[src/hw/rtl/amb_pkg.sv]
// Shared types, constants and helpers for the alpha mask bounding box block.
`timescale 1ns / 1ps

package amb_pkg;

    localparam int MAX_DIM   = 4096;
    localparam int CNT_SPAN  = 4096;
    localparam int DIM_LIM   = (MAX_DIM < CNT_SPAN) ? MAX_DIM : CNT_SPAN;

    localparam int DIM_W     = 13;
    localparam int COORD_W   = 12;
    localparam int ALPHA_W   = 8;
    localparam int PIX_W     = 32;
    localparam int ALPHA_LSB = 24;
    localparam int CFG_IDX_W = 2;

    localparam int RES_BITS  = 1 + 8 * COORD_W;
    localparam int RES_W     = ((RES_BITS + 7) / 8) * 8;

    localparam logic [DIM_W-1:0]   WIDTH_RST  = DIM_W'(640);
    localparam logic [DIM_W-1:0]   HEIGHT_RST = DIM_W'(480);
    localparam logic [ALPHA_W-1:0] THR_RST    = ALPHA_W'(32);

    typedef enum logic [CFG_IDX_W-1:0] {
        REG_FRAME_WIDTH  = 2'd0,
        REG_FRAME_HEIGHT = 2'd1,
        REG_ALPHA_THR    = 2'd2
    } amb_reg_idx_t;

    typedef struct packed {
        logic [DIM_W-1:0]   width;
        logic [DIM_W-1:0]   height;
        logic [ALPHA_W-1:0] threshold;
    } amb_cfg_t;

    typedef struct packed {
        logic               found;
        logic [COORD_W-1:0] left;
        logic [COORD_W-1:0] top;
        logic [COORD_W-1:0] right;
        logic [COORD_W-1:0] bottom;
        logic [COORD_W-1:0] center_col;
        logic [COORD_W-1:0] center_row;
        logic [COORD_W-1:0] span_w;
        logic [COORD_W-1:0] span_h;
    } amb_result_t;

    // zero reads as one, anything above the counter span saturates
    function automatic logic [DIM_W-1:0] eff_dim(input logic [DIM_W-1:0] v);
        logic [DIM_W-1:0] r;
        r = v;
        if (v == '0) begin
            r = DIM_W'(1);
        end else if (v > DIM_W'(DIM_LIM)) begin
            r = DIM_W'(DIM_LIM);
        end
        return r;
    endfunction

endpackage

[src/hw/rtl/alpha_mask_bounding_box.sv]
// A pixel word waits in the input register and updates the box as it leaves;
// on the last pixel of a frame the result word is loaded then and valid until taken.
// Throughput: one pixel word per cycle, one result word per frame; the only
// stall is a frame end meeting a result register that is still held.
// Reset (aresetn low, synchronous): size 640x480, threshold 32, counters and
// box cleared, both registers empty.
`timescale 1ns / 1ps

module alpha_mask_bounding_box (
    input  logic                                aclk,
    input  logic                                aresetn,
    input  logic                                cfg_wr_en,
    input  logic [amb_pkg::CFG_IDX_W-1:0]       cfg_index,
    input  logic [amb_pkg::DIM_W-1:0]           cfg_wdata,
    input  logic                                s_axis_tvalid,
    output logic                                s_axis_tready,
    // [31:0] pixel_word
    input  logic [amb_pkg::PIX_W-1:0]           s_axis_tdata,
    output logic                                m_axis_tvalid,
    input  logic                                m_axis_tready,
    // [0] box_found, [12:1] box_left, [24:13] box_top, [36:25] box_right,
    // [48:37] box_bottom, [60:49] center_col, [72:61] center_row,
    // [84:73] box_span_w, [96:85] box_span_h, [103:97] zero
    output logic [amb_pkg::RES_W-1:0]           m_axis_tdata
);

    amb_pkg::amb_cfg_t     cfg;
    amb_pkg::amb_result_t  res;
    logic                  res_push;
    logic                  res_ready;

    amb_cfg u_cfg (
        .aclk      (aclk),
        .aresetn   (aresetn),
        .cfg_wr_en (cfg_wr_en),
        .cfg_index (cfg_index),
        .cfg_wdata (cfg_wdata),
        .cfg       (cfg)
    );

    amb_track u_track (
        .aclk      (aclk),
        .aresetn   (aresetn),
        .cfg       (cfg),
        .pix_valid (s_axis_tvalid),
        .pix_alpha (s_axis_tdata[amb_pkg::PIX_W-1:amb_pkg::ALPHA_LSB]),
        .pix_ready (s_axis_tready),
        .res_push  (res_push),
        .res_ready (res_ready),
        .res       (res)
    );

    amb_out u_out (
        .aclk          (aclk),
        .aresetn       (aresetn),
        .res_push      (res_push),
        .res           (res),
        .res_ready     (res_ready),
        .m_axis_tvalid (m_axis_tvalid),
        .m_axis_tready (m_axis_tready),
        .m_axis_tdata  (m_axis_tdata)
    );

endmodule

[src/hw/rtl/amb_cfg.sv]
// Configuration registers with effective frame size.
`timescale 1ns / 1ps

module amb_cfg (
    input  logic                               aclk,
    input  logic                               aresetn,
    input  logic                               cfg_wr_en,
    input  logic [amb_pkg::CFG_IDX_W-1:0]      cfg_index,
    input  logic [amb_pkg::DIM_W-1:0]          cfg_wdata,
    output amb_pkg::amb_cfg_t                  cfg
);

    logic [amb_pkg::DIM_W-1:0]   width_reg,  width_next;
    logic [amb_pkg::DIM_W-1:0]   height_reg, height_next;
    logic [amb_pkg::ALPHA_W-1:0] thr_reg,    thr_next;

    always_comb begin
        width_next  = width_reg;
        height_next = height_reg;
        thr_next    = thr_reg;
        if (cfg_wr_en) begin
            unique case (cfg_index)
                amb_pkg::REG_FRAME_WIDTH:  width_next  = cfg_wdata;
                amb_pkg::REG_FRAME_HEIGHT: height_next = cfg_wdata;
                amb_pkg::REG_ALPHA_THR:    thr_next    = cfg_wdata[amb_pkg::ALPHA_W-1:0];
                default: ;
            endcase
        end
    end

    always_ff @(posedge aclk) begin
        if (!aresetn) begin
            width_reg  <= amb_pkg::WIDTH_RST;
            height_reg <= amb_pkg::HEIGHT_RST;
            thr_reg    <= amb_pkg::THR_RST;
        end else begin
            width_reg  <= width_next;
            height_reg <= height_next;
            thr_reg    <= thr_next;
        end
    end

    assign cfg.width     = amb_pkg::eff_dim(width_reg);
    assign cfg.height    = amb_pkg::eff_dim(height_reg);
    assign cfg.threshold = thr_reg;

endmodule

[src/hw/rtl/amb_track.sv]
// Input register, raster counters and running box extents.
`timescale 1ns / 1ps

module amb_track (
    input  logic                              aclk,
    input  logic                              aresetn,
    input  amb_pkg::amb_cfg_t                 cfg,
    input  logic                              pix_valid,
    input  logic [amb_pkg::ALPHA_W-1:0]       pix_alpha,
    output logic                              pix_ready,
    output logic                              res_push,
    input  logic                              res_ready,
    output amb_pkg::amb_result_t              res
);

    localparam int DW = amb_pkg::DIM_W;
    localparam int CW = amb_pkg::COORD_W;

    logic                          in_valid_reg, in_valid_next;
    logic [amb_pkg::ALPHA_W-1:0]   alpha_reg,    alpha_next;
    logic [CW-1:0]                 col_reg,      col_next;
    logic [CW-1:0]                 row_reg,      row_next;
    logic [DW-1:0]                 min_col_reg,  min_col_next;
    logic [DW-1:0]                 min_row_reg,  min_row_next;
    logic [CW-1:0]                 max_col_reg,  max_col_next;
    logic [CW-1:0]                 max_row_reg,  max_row_next;
    logic                          found_reg,    found_next;

    logic          hit, last_col, last_row, frame_end, advance;
    logic [DW-1:0] col_ext, row_ext;
    logic [DW-1:0] min_col_upd, min_row_upd;
    logic [CW-1:0] max_col_upd, max_row_upd;
    logic [DW-1:0] sum_col, sum_row;

    assign col_ext   = {1'b0, col_reg};
    assign row_ext   = {1'b0, row_reg};
    assign hit       = alpha_reg > cfg.threshold;
    assign last_col  = (col_ext + DW'(1)) >= cfg.width;
    assign last_row  = (row_ext + DW'(1)) >= cfg.height;
    assign frame_end = last_col && last_row;
    assign advance   = in_valid_reg && (!frame_end || res_ready);
    assign pix_ready = !in_valid_reg || advance;
    assign res_push  = advance && frame_end;

    always_comb begin
        min_col_upd = (hit && col_ext < min_col_reg) ? col_ext : min_col_reg;
        min_row_upd = (hit && row_ext < min_row_reg) ? row_ext : min_row_reg;
        max_col_upd = (hit && col_reg > max_col_reg) ? col_reg : max_col_reg;
        max_row_upd = (hit && row_reg > max_row_reg) ? row_reg : max_row_reg;
        sum_col     = min_col_upd + {1'b0, max_col_upd};
        sum_row     = min_row_upd + {1'b0, max_row_upd};
    end

    // result of the frame that closes on this word
    always_comb begin
        res = '0;
        if (found_reg || hit) begin
            res.found      = 1'b1;
            res.left       = min_col_upd[CW-1:0];
            res.top        = min_row_upd[CW-1:0];
            res.right      = max_col_upd;
            res.bottom     = max_row_upd;
            res.center_col = sum_col[DW-1:1];
            res.center_row = sum_row[DW-1:1];
            res.span_w     = max_col_upd - min_col_upd[CW-1:0];
            res.span_h     = max_row_upd - min_row_upd[CW-1:0];
        end
    end

    always_comb begin
        in_valid_next = in_valid_reg;
        alpha_next    = alpha_reg;
        col_next      = col_reg;
        row_next      = row_reg;
        min_col_next  = min_col_reg;
        min_row_next  = min_row_reg;
        max_col_next  = max_col_reg;
        max_row_next  = max_row_reg;
        found_next    = found_reg;
        if (pix_ready) begin
            in_valid_next = pix_valid;
            alpha_next    = pix_alpha;
        end
        if (advance) begin
            if (frame_end) begin
                col_next     = '0;
                row_next     = '0;
                min_col_next = cfg.width;
                min_row_next = cfg.height;
                max_col_next = '0;
                max_row_next = '0;
                found_next   = 1'b0;
            end else begin
                min_col_next = min_col_upd;
                min_row_next = min_row_upd;
                max_col_next = max_col_upd;
                max_row_next = max_row_upd;
                found_next   = found_reg || hit;
                if (!last_col) begin
                    col_next = col_reg + CW'(1);
                end else begin
                    col_next = '0;
                    row_next = row_reg + CW'(1);
                end
            end
        end
    end

    always_ff @(posedge aclk) begin
        alpha_reg <= alpha_next;
        if (!aresetn) begin
            in_valid_reg <= 1'b0;
            col_reg      <= '0;
            row_reg      <= '0;
            min_col_reg  <= amb_pkg::eff_dim(amb_pkg::WIDTH_RST);
            min_row_reg  <= amb_pkg::eff_dim(amb_pkg::HEIGHT_RST);
            max_col_reg  <= '0;
            max_row_reg  <= '0;
            found_reg    <= 1'b0;
        end else begin
            in_valid_reg <= in_valid_next;
            col_reg      <= col_next;
            row_reg      <= row_next;
            min_col_reg  <= min_col_next;
            min_row_reg  <= min_row_next;
            max_col_reg  <= max_col_next;
            max_row_reg  <= max_row_next;
            found_reg    <= found_next;
        end
    end

    a_empty_max_zero: assert property (@(posedge aclk) disable iff (!aresetn)
        !found_reg |-> (max_col_reg == '0 && max_row_reg == '0))
        else $error("extents moved without a foreground pixel");

    a_box_ordered: assert property (@(posedge aclk) disable iff (!aresetn)
        found_reg |-> (min_col_reg <= {1'b0, max_col_reg} &&
                       min_row_reg <= {1'b0, max_row_reg}))
        else $error("box min above max");

    a_push_clears: assert property (@(posedge aclk) disable iff (!aresetn)
        res_push |=> (!found_reg && col_reg == '0 && row_reg == '0))
        else $error("frame state not cleared after result");

    a_stall_holds: assert property (@(posedge aclk) disable iff (!aresetn)
        (in_valid_reg && !advance) |=> (in_valid_reg && $stable(col_reg) &&
                                        $stable(row_reg)))
        else $error("stalled word lost or counters moved");

endmodule

[src/hw/rtl/amb_out.sv]
// Result register and output word packing.
`timescale 1ns / 1ps

module amb_out (
    input  logic                           aclk,
    input  logic                           aresetn,
    input  logic                           res_push,
    input  amb_pkg::amb_result_t           res,
    output logic                           res_ready,
    output logic                           m_axis_tvalid,
    input  logic                           m_axis_tready,
    output logic [amb_pkg::RES_W-1:0]      m_axis_tdata
);

    logic                  out_valid_reg, out_valid_next;
    amb_pkg::amb_result_t  out_reg,       out_next;

    assign res_ready = !out_valid_reg || m_axis_tready;

    always_comb begin
        out_valid_next = out_valid_reg;
        out_next       = out_reg;
        if (res_push) begin
            out_valid_next = 1'b1;
            out_next       = res;
        end else if (m_axis_tready) begin
            out_valid_next = 1'b0;
        end
    end

    always_ff @(posedge aclk) begin
        out_reg <= out_next;
        if (!aresetn) begin
            out_valid_reg <= 1'b0;
        end else begin
            out_valid_reg <= out_valid_next;
        end
    end

    assign m_axis_tvalid = out_valid_reg;
    assign m_axis_tdata  = {(amb_pkg::RES_W - amb_pkg::RES_BITS)'(0),
                            out_reg.span_h, out_reg.span_w,
                            out_reg.center_row, out_reg.center_col,
                            out_reg.bottom, out_reg.right,
                            out_reg.top, out_reg.left, out_reg.found};

endmodule

[config.mk]
export PLATFORM = sky130hd
export DESIGN_NAME = alpha_mask_bounding_box
export DESIGN_NICKNAME = d
export VERILOG_FILES = /design/src/hw/rtl/amb_pkg.sv /design/src/hw/rtl/alpha_mask_bounding_box.sv /design/src/hw/rtl/amb_cfg.sv /design/src/hw/rtl/amb_track.sv /design/src/hw/rtl/amb_out.sv
export SDC_FILE = /design/constraint.sdc
export NUM_CORES = 1
export LEC_CHECK = 0
export BUFFER_PORTS_ARGS = -buffer_cell sky130_fd_sc_hd__buf_2
export CAP_MARGIN = 20
export CORE_MARGIN = 8
export CORE_UTILIZATION = 25
export CTS_BUF_LIST = sky130_fd_sc_hd__clkbuf_8
export DETAILED_ROUTE_END_ITERATION = 12
export SLEW_MARGIN = 10
export SYNTH_ARGS = -nofsm -noshare
export SYNTH_HDL_FRONTEND = slang
export SYNTH_HIERARCHICAL = 1
export SYNTH_SLANG_ARGS = --single-unit
[constraint.sdc]
create_clock -name aclk -period 22.8 [get_ports aclk]
set_clock_uncertainty 0.1 [all_clocks]
set_input_delay 0 -clock aclk [delete_from_list [all_inputs] [get_ports aclk]]
set_output_delay 0 -clock aclk [all_outputs]
set_load 0.05 [all_outputs]
# Word level (Yosys, flattened, before mapping)

Index checks and enable logic that the tools add are counted.

Register bits: 216
Bits in latches: 0
Bits in writable memories: 0
ROM bits: 0
Input port bits: 52
Logic and storage cells: 84
Memories kept: 0

Add/sub/neg operators: 8
Multiply operators: 0
Divide/modulo/power cells: 0
Magnitude comparators: 9
Equal/unequal tests: 2
Shift operators: 0
Muxes and demuxes: 20
Bitwise operators: 0
Reduce and logical (&&, ||, !) cells: 23

Operators by type and width:

| operator                                                        | count |
|---|---|
| 13-bit two-way mux                                              | 8 |
| 97-bit two-way mux                                              | 1 |
| 12-bit two-way mux                                              | 8 |
| 12-bit by 1-bit adder with 13-bit output, second input constant | 2 |
| 13-bit by 12-bit adder with 13-bit output                       | 2 |
| 13-bit >= comparator                                            | 2 |
| 13-bit > comparator, second input constant                      | 2 |
| 13-bit zero test                                                | 2 |
| 12-bit by 13-bit less-than comparator with 1-bit output         | 2 |
| 12-bit by 1-bit adder with 12-bit output, second input constant | 2 |
| 12-bit > comparator                                             | 2 |
| 12-bit subtractor                                               | 2 |
| 8-bit > comparator                                              | 1 |
| 2-bit AND reduction                                             | 4 |
| 1-bit logical AND                                               | 7 |
| 1-bit logical OR                                                | 4 |
| 2-bit nonzero test                                              | 2 |
| 1-bit zero test                                                 | 3 |
| 1-bit two-way mux                                               | 3 |
| 2-bit by 1-bit == test with 1-bit output, second input constant | 1 |
| 2-bit == test, second input constant                            | 1 |
| 2-bit zero test                                                 | 1 |

# Depth between registers and ports, before layout

Depth after elaboration: 10
Gate-level depth with buffers: 24
Depth with buffers taken out: 23

# Modules after synthesis

Netlist, hierarchy kept.

Modules (own cells, without submodules):

| module    | instances | cells an instance | area an instance (um^2) | seq. area each (um^2) |
|---|---|---|---|---|
| amb_track | 1         | 1182              | 8878.5                  | 1761.7 |
| amb_out   | 1         | 109               | 3017.9                  | 2932.8 |
| amb_cfg   | 1         | 177               | 1486.4                  | 680.7 |

# Worst setup path after synthesis

Ideal clock, no wire load.

Kind: reg-to-reg
From: register u_track.col_reg[1]
To: register u_out.out_valid_reg (netlist: u_out/m_axis_tvalid)
Library setup time: 0.075 ns
Arrival: 7.713 ns
Setup slack: 14.913 ns
Cell stages (with the launch flop): 16
Path through: dfxtp_1 ha_1 and3_1 and3_1 and3_1 and3_1 xor2_1 ha_1 a211oi_1 a31oi_1 o31a_1 o22ai_2 o21ai_1 nor2_1 inv_1 a21boi_2

Cells in the longest elaborated chain, start to end: 8

Ends and longest elaborated chain:

| item                                                    | RTL line                      | source |
|---|---|---|
| from (decl)                                             | amb_track.sv:21               | `logic [CW-1:0] col_reg, col_next;` |
| from (signal assigned)                                  | amb_track.sv:122              | `col_reg <= col_next;` |
| 12-bit by 1-bit adder with 13-bit output (*)            | amb_track.sv:38               | `assign last_col = (col_ext + DW'(1)) >= cfg.width;` |
| 13-bit >= comparator (*)                                | amb_track.sv:38               |  |
| 1-bit logical AND (*)                                   | amb_track.sv:40               | `assign frame_end = last_col && last_row;` |
| 1-bit zero test                                         | amb_track.sv:41               | `assign advance = in_valid_reg && (!frame_end \|\| res_ready);` |
| 1-bit logical OR                                        | amb_track.sv:41               |  |
| 1-bit logical AND                                       | amb_track.sv:41               |  |
| 1-bit logical AND (*)                                   | amb_track.sv:43               | `assign res_push = advance && frame_end;` |
| named net res_push                                      | alpha_mask_bounding_box.sv:29 | `logic res_push;` |
| 1-bit two-way mux or 2-bit nonzero test (tied branches) | -                             |  |
| to (signal assigned)                                    | amb_out.sv:36                 | `out_valid_reg <= out_valid_next;` |
| to (decl)                                               | amb_out.sv:15                 | `logic out_valid_reg, out_valid_next;` |

The timed path passes the listed nets; every way through them passes the cells marked *.
A chain may end at the register's enable or synchronous reset.

# Worst setup path in the final report

From: register u_track.col_reg[1]
To: register u_out.out_reg (netlist bit u_out/m_axis_tdata[30]), enable pin

Cells in the longest elaborated chain, start to end: 7

Ends and longest elaborated chain:

| item                                         | RTL line                      | source |
|---|---|---|
| 12-bit by 1-bit adder with 13-bit output (*) | amb_track.sv:38               |  |
| 13-bit >= comparator (*)                     | amb_track.sv:38               |  |
| 1-bit logical AND (*)                        | amb_track.sv:40               |  |
| 1-bit zero test                              | amb_track.sv:41               |  |
| 1-bit logical OR                             | amb_track.sv:41               |  |
| 1-bit logical AND                            | amb_track.sv:41               |  |
| 1-bit logical AND (*)                        | amb_track.sv:43               |  |
| named net res_push                           | alpha_mask_bounding_box.sv:29 |  |
| to (signal assigned)                         | amb_out.sv:32                 | `out_reg <= out_next;` |
| to (decl)                                    | amb_out.sv:16                 | `amb_pkg::amb_result_t out_reg, out_next;` |

Marks and branches as above.

==> qor.txt <==
Total GRT Usage: 11.6%
routed wire length: 36300 microns
Synth warnings: 6
type of origin of the critical path: flip-flop
DRT iter0 DRCs: 643
period utilisation layout: 24.9%
Post-synth EDFFs: 105
clk slew on worst S/H paths: 0.06 ns
num rows: 85
final worst slack: 17.12 ns
wire length per cell: 15.5 microns
Slew Limit Fails: 0
TritonRoute pass-1 iters: 7
syn avg cell area: 9.12 sq um
hold violation count in the final report: 0
VDD IR max: 38.1 uV
top post-synthesis cells by area: edfxtp_1 24%, dfxtp_1 17%, ha_1 12%
worst path required time: 22.90 ns
Starting Density: 25.1%
pre-CTS setup slack: 17.11 ns
grt ovf: 0
CP dominant cell by count: and3_1
worst-skew pair later-pin latency: 0.58 ns
register share of total power: 45.9%
Cells after Synth: 1468
top-area cell type share of the netlist area: 23.6%
antenna-violating nets left: 0
outcome: finished clean
hold buffer count at CTS: 44
DRC viols: 0
Power Total: 908 uW
H-tree depth: 2
Setup violations, final: 0
crit path DAT: 5.78 ns
Power Density: 57.0 nW/um^2
post-CTS sizing: 0
max reg flops: 97
crit path kind: flip-flop to flip-flop
I/O pin total: 158
crit path max-delay cell type: buf_4
#FFs+latches synth: 216
CP Cell Sequence: ha_1, and3_1, and3_1, and3_1, and3_1, xor2_1, ha_1, a211oi_1, a31oi_1, o31a_1, o22ai_4, o21ai_4, buf_4, nor2_4, buf_4
Cell variety after synth: 84
switch share: 26.6%
Final Util: 29.8%
Main synth FF type: dfxtp_1
vias in the first global route: 10800
crit path max fanout: 77
first-pass GRT wire length: 57500 microns
count leader, synth: nor2_1
Die Area: 61200 sq um
Crit. End Element: flip-flop
initial antenna violation count: 5
Worst Hold Class: input pin to flip-flop
Slew headroom: 29.7%
clock tree buffer depth: 3
RSZ-0062 raised after global routing: false
largest net degree at the start of global routing: 105
area leader, netlist: edfxtp_1
GPL Wtd Cong: 0.830
Min Clock Period, post-route: 5.68 ns
crit-path max cell delay: 0.85 ns
Num CTS Buffers: 40
Clk pwr share: 42.7%
register area share after synthesis: 40.2%
Comb pwr share: 11.4%
via count: 11000
layout overhead on the synthesized area: 19.0%
Die W: 247 microns
total negative setup slack: 0 ns
CTS tree: built
total of max-cap violations: 0
Int Power: 666 uW
via/cell ratio: 4.68
Clock Sinks: 216
Post-Syn Area: 13400 sq um
Die Ht: 247 microns
Root Buffer: clkbuf_8
Worst-Margin Slew: 1.05 ns
fmax: 176 MHz
post-CTS setup repair buffer count: 0
Final nets: 1797
Synth top cells by count: 169 x nor2_1, 138 x inv_1, 127 x ha_1
final hold slack: 0.0595 ns
Port Buf Inserts: 126
Post-DP HPWL: 26400 microns
layout cells sized above 1: 14.9%
switching power: 242 uW
Leak: 6.71 nW
asr flop ratio synth: 0%
core area: 53400 sq um
==> placed cells by master (no fill, tap or decap), types with 7 or more instances in the layout <==
cell,instances
a211oi_1,22
a21boi_0,25
a21boi_1,14
a21o_1,23
a21oi_1,76
a22oi_1,24
a31oi_1,10
and2_1,28
and3_1,13
buf_2,126
buf_4,8
clkbuf_8,41
clkinv_1,9
conb_1,7
dfxtp_1,111
dlygate4sd3_1,44
edfxtp_1,105
ha_1,127
inv_1,144
mux2_2,21
mux2i_1,12
nand2_1,107
nand2b_1,11
nand3_1,18
nand3b_1,12
nand4_1,17
nor2_1,167
nor2b_1,64
nor3_1,15
nor4_1,8
o211ai_1,19
o21a_1,25
o21ai_0,39
o21bai_1,10
or3_1,8
xnor2_1,26
xor2_1,21
==> critical path, delay by kind of cell, from the launching register on <==
kind	cells	cell delay (ns)
AOI/OAI and AO/OA	5	0.99
xor gates and xnor gates	1	0.17
adders and majority gates	2	0.56
buffers and inverters	2	1.20
DFF	1	0.48
and+or+nand+nor	5	1.72
==> per-stage QoR <==
step	cells	instance area [sq um]
6_report	2343	15900
3_5_place_dp	2226	14700
5_1_grt	2343	15900
2_1_floorplan	1474	13400
4_1_cts	2340	15900
3_3_place_gp	2225	14700
==> layout make-up <==
class | count | area [sq um]
Clock inverter | 29 | 249
Inverter | 138 | 518
Tap cell | 696 | 871
Clock buffer | 41 | 564
Multi-Input combinational cell | 1041 | 7200
Antenna cell | 3 | 7.51
Timing Repair Buffer | 179 | 1150
Sequential cell | 216 | 5380
Fill cell | 5623 | 37500
==> power groups by stage <==
stage	Combinational [mW]	Clock (mW)	Sequential [mW]
final	0.103	0.388	0.417
after global routing	0.114	0.420	0.417
after CTS	0.103	0.403	0.417
after detailed placement	0.0972	0	0.425
after global placement	0.0954	0	0.424
after floorplan	0.0745	0	0.422
==> routing by layer <==
| layer | wire [microns] | track usage, % |
|---|---|---|
| met3 | 1970 | 2.38 |
| met5 | 22 | 0 |
| met1 | 17600 | 15.8 |
| met4 | 800 | 3.29 |
| met2 | 15900 | 18.3 |
==> final timing paths <==
kind / cells after the start / endpoint / slack, ns / start
worst max register to register: 15 / u_out/m_axis_tdata[30] / 17.12 / u_track/col_reg[1]
worst max-delay path: 15 / u_out/m_axis_tdata[30] / 17.12 / u_track/col_reg[1]
worst min-delay path: 2 / u_track/alpha_reg[6] / 0.06 / s_axis_tdata[30]
worst min register to register: 2 / u_cfg/width_reg[4] / 0.37 / u_cfg/width_reg[4]
==> cell families (layout without fill, tap and decap cells) <==
group           count (synthesis)  count (layout)  synth area share, %
simple gates                  493             493                 18.1
compound gates                332             332                 17.2
buf+inv                       217             387                 6.53
flops                         216             216                 40.2
fa+ha+maj                     129             129                 12.2
xor+xnor                       47              47                 3.08
mux                            33              33                 2.66
other cells                     1              10               0.0280
Power figures use the tool's default switching activity.
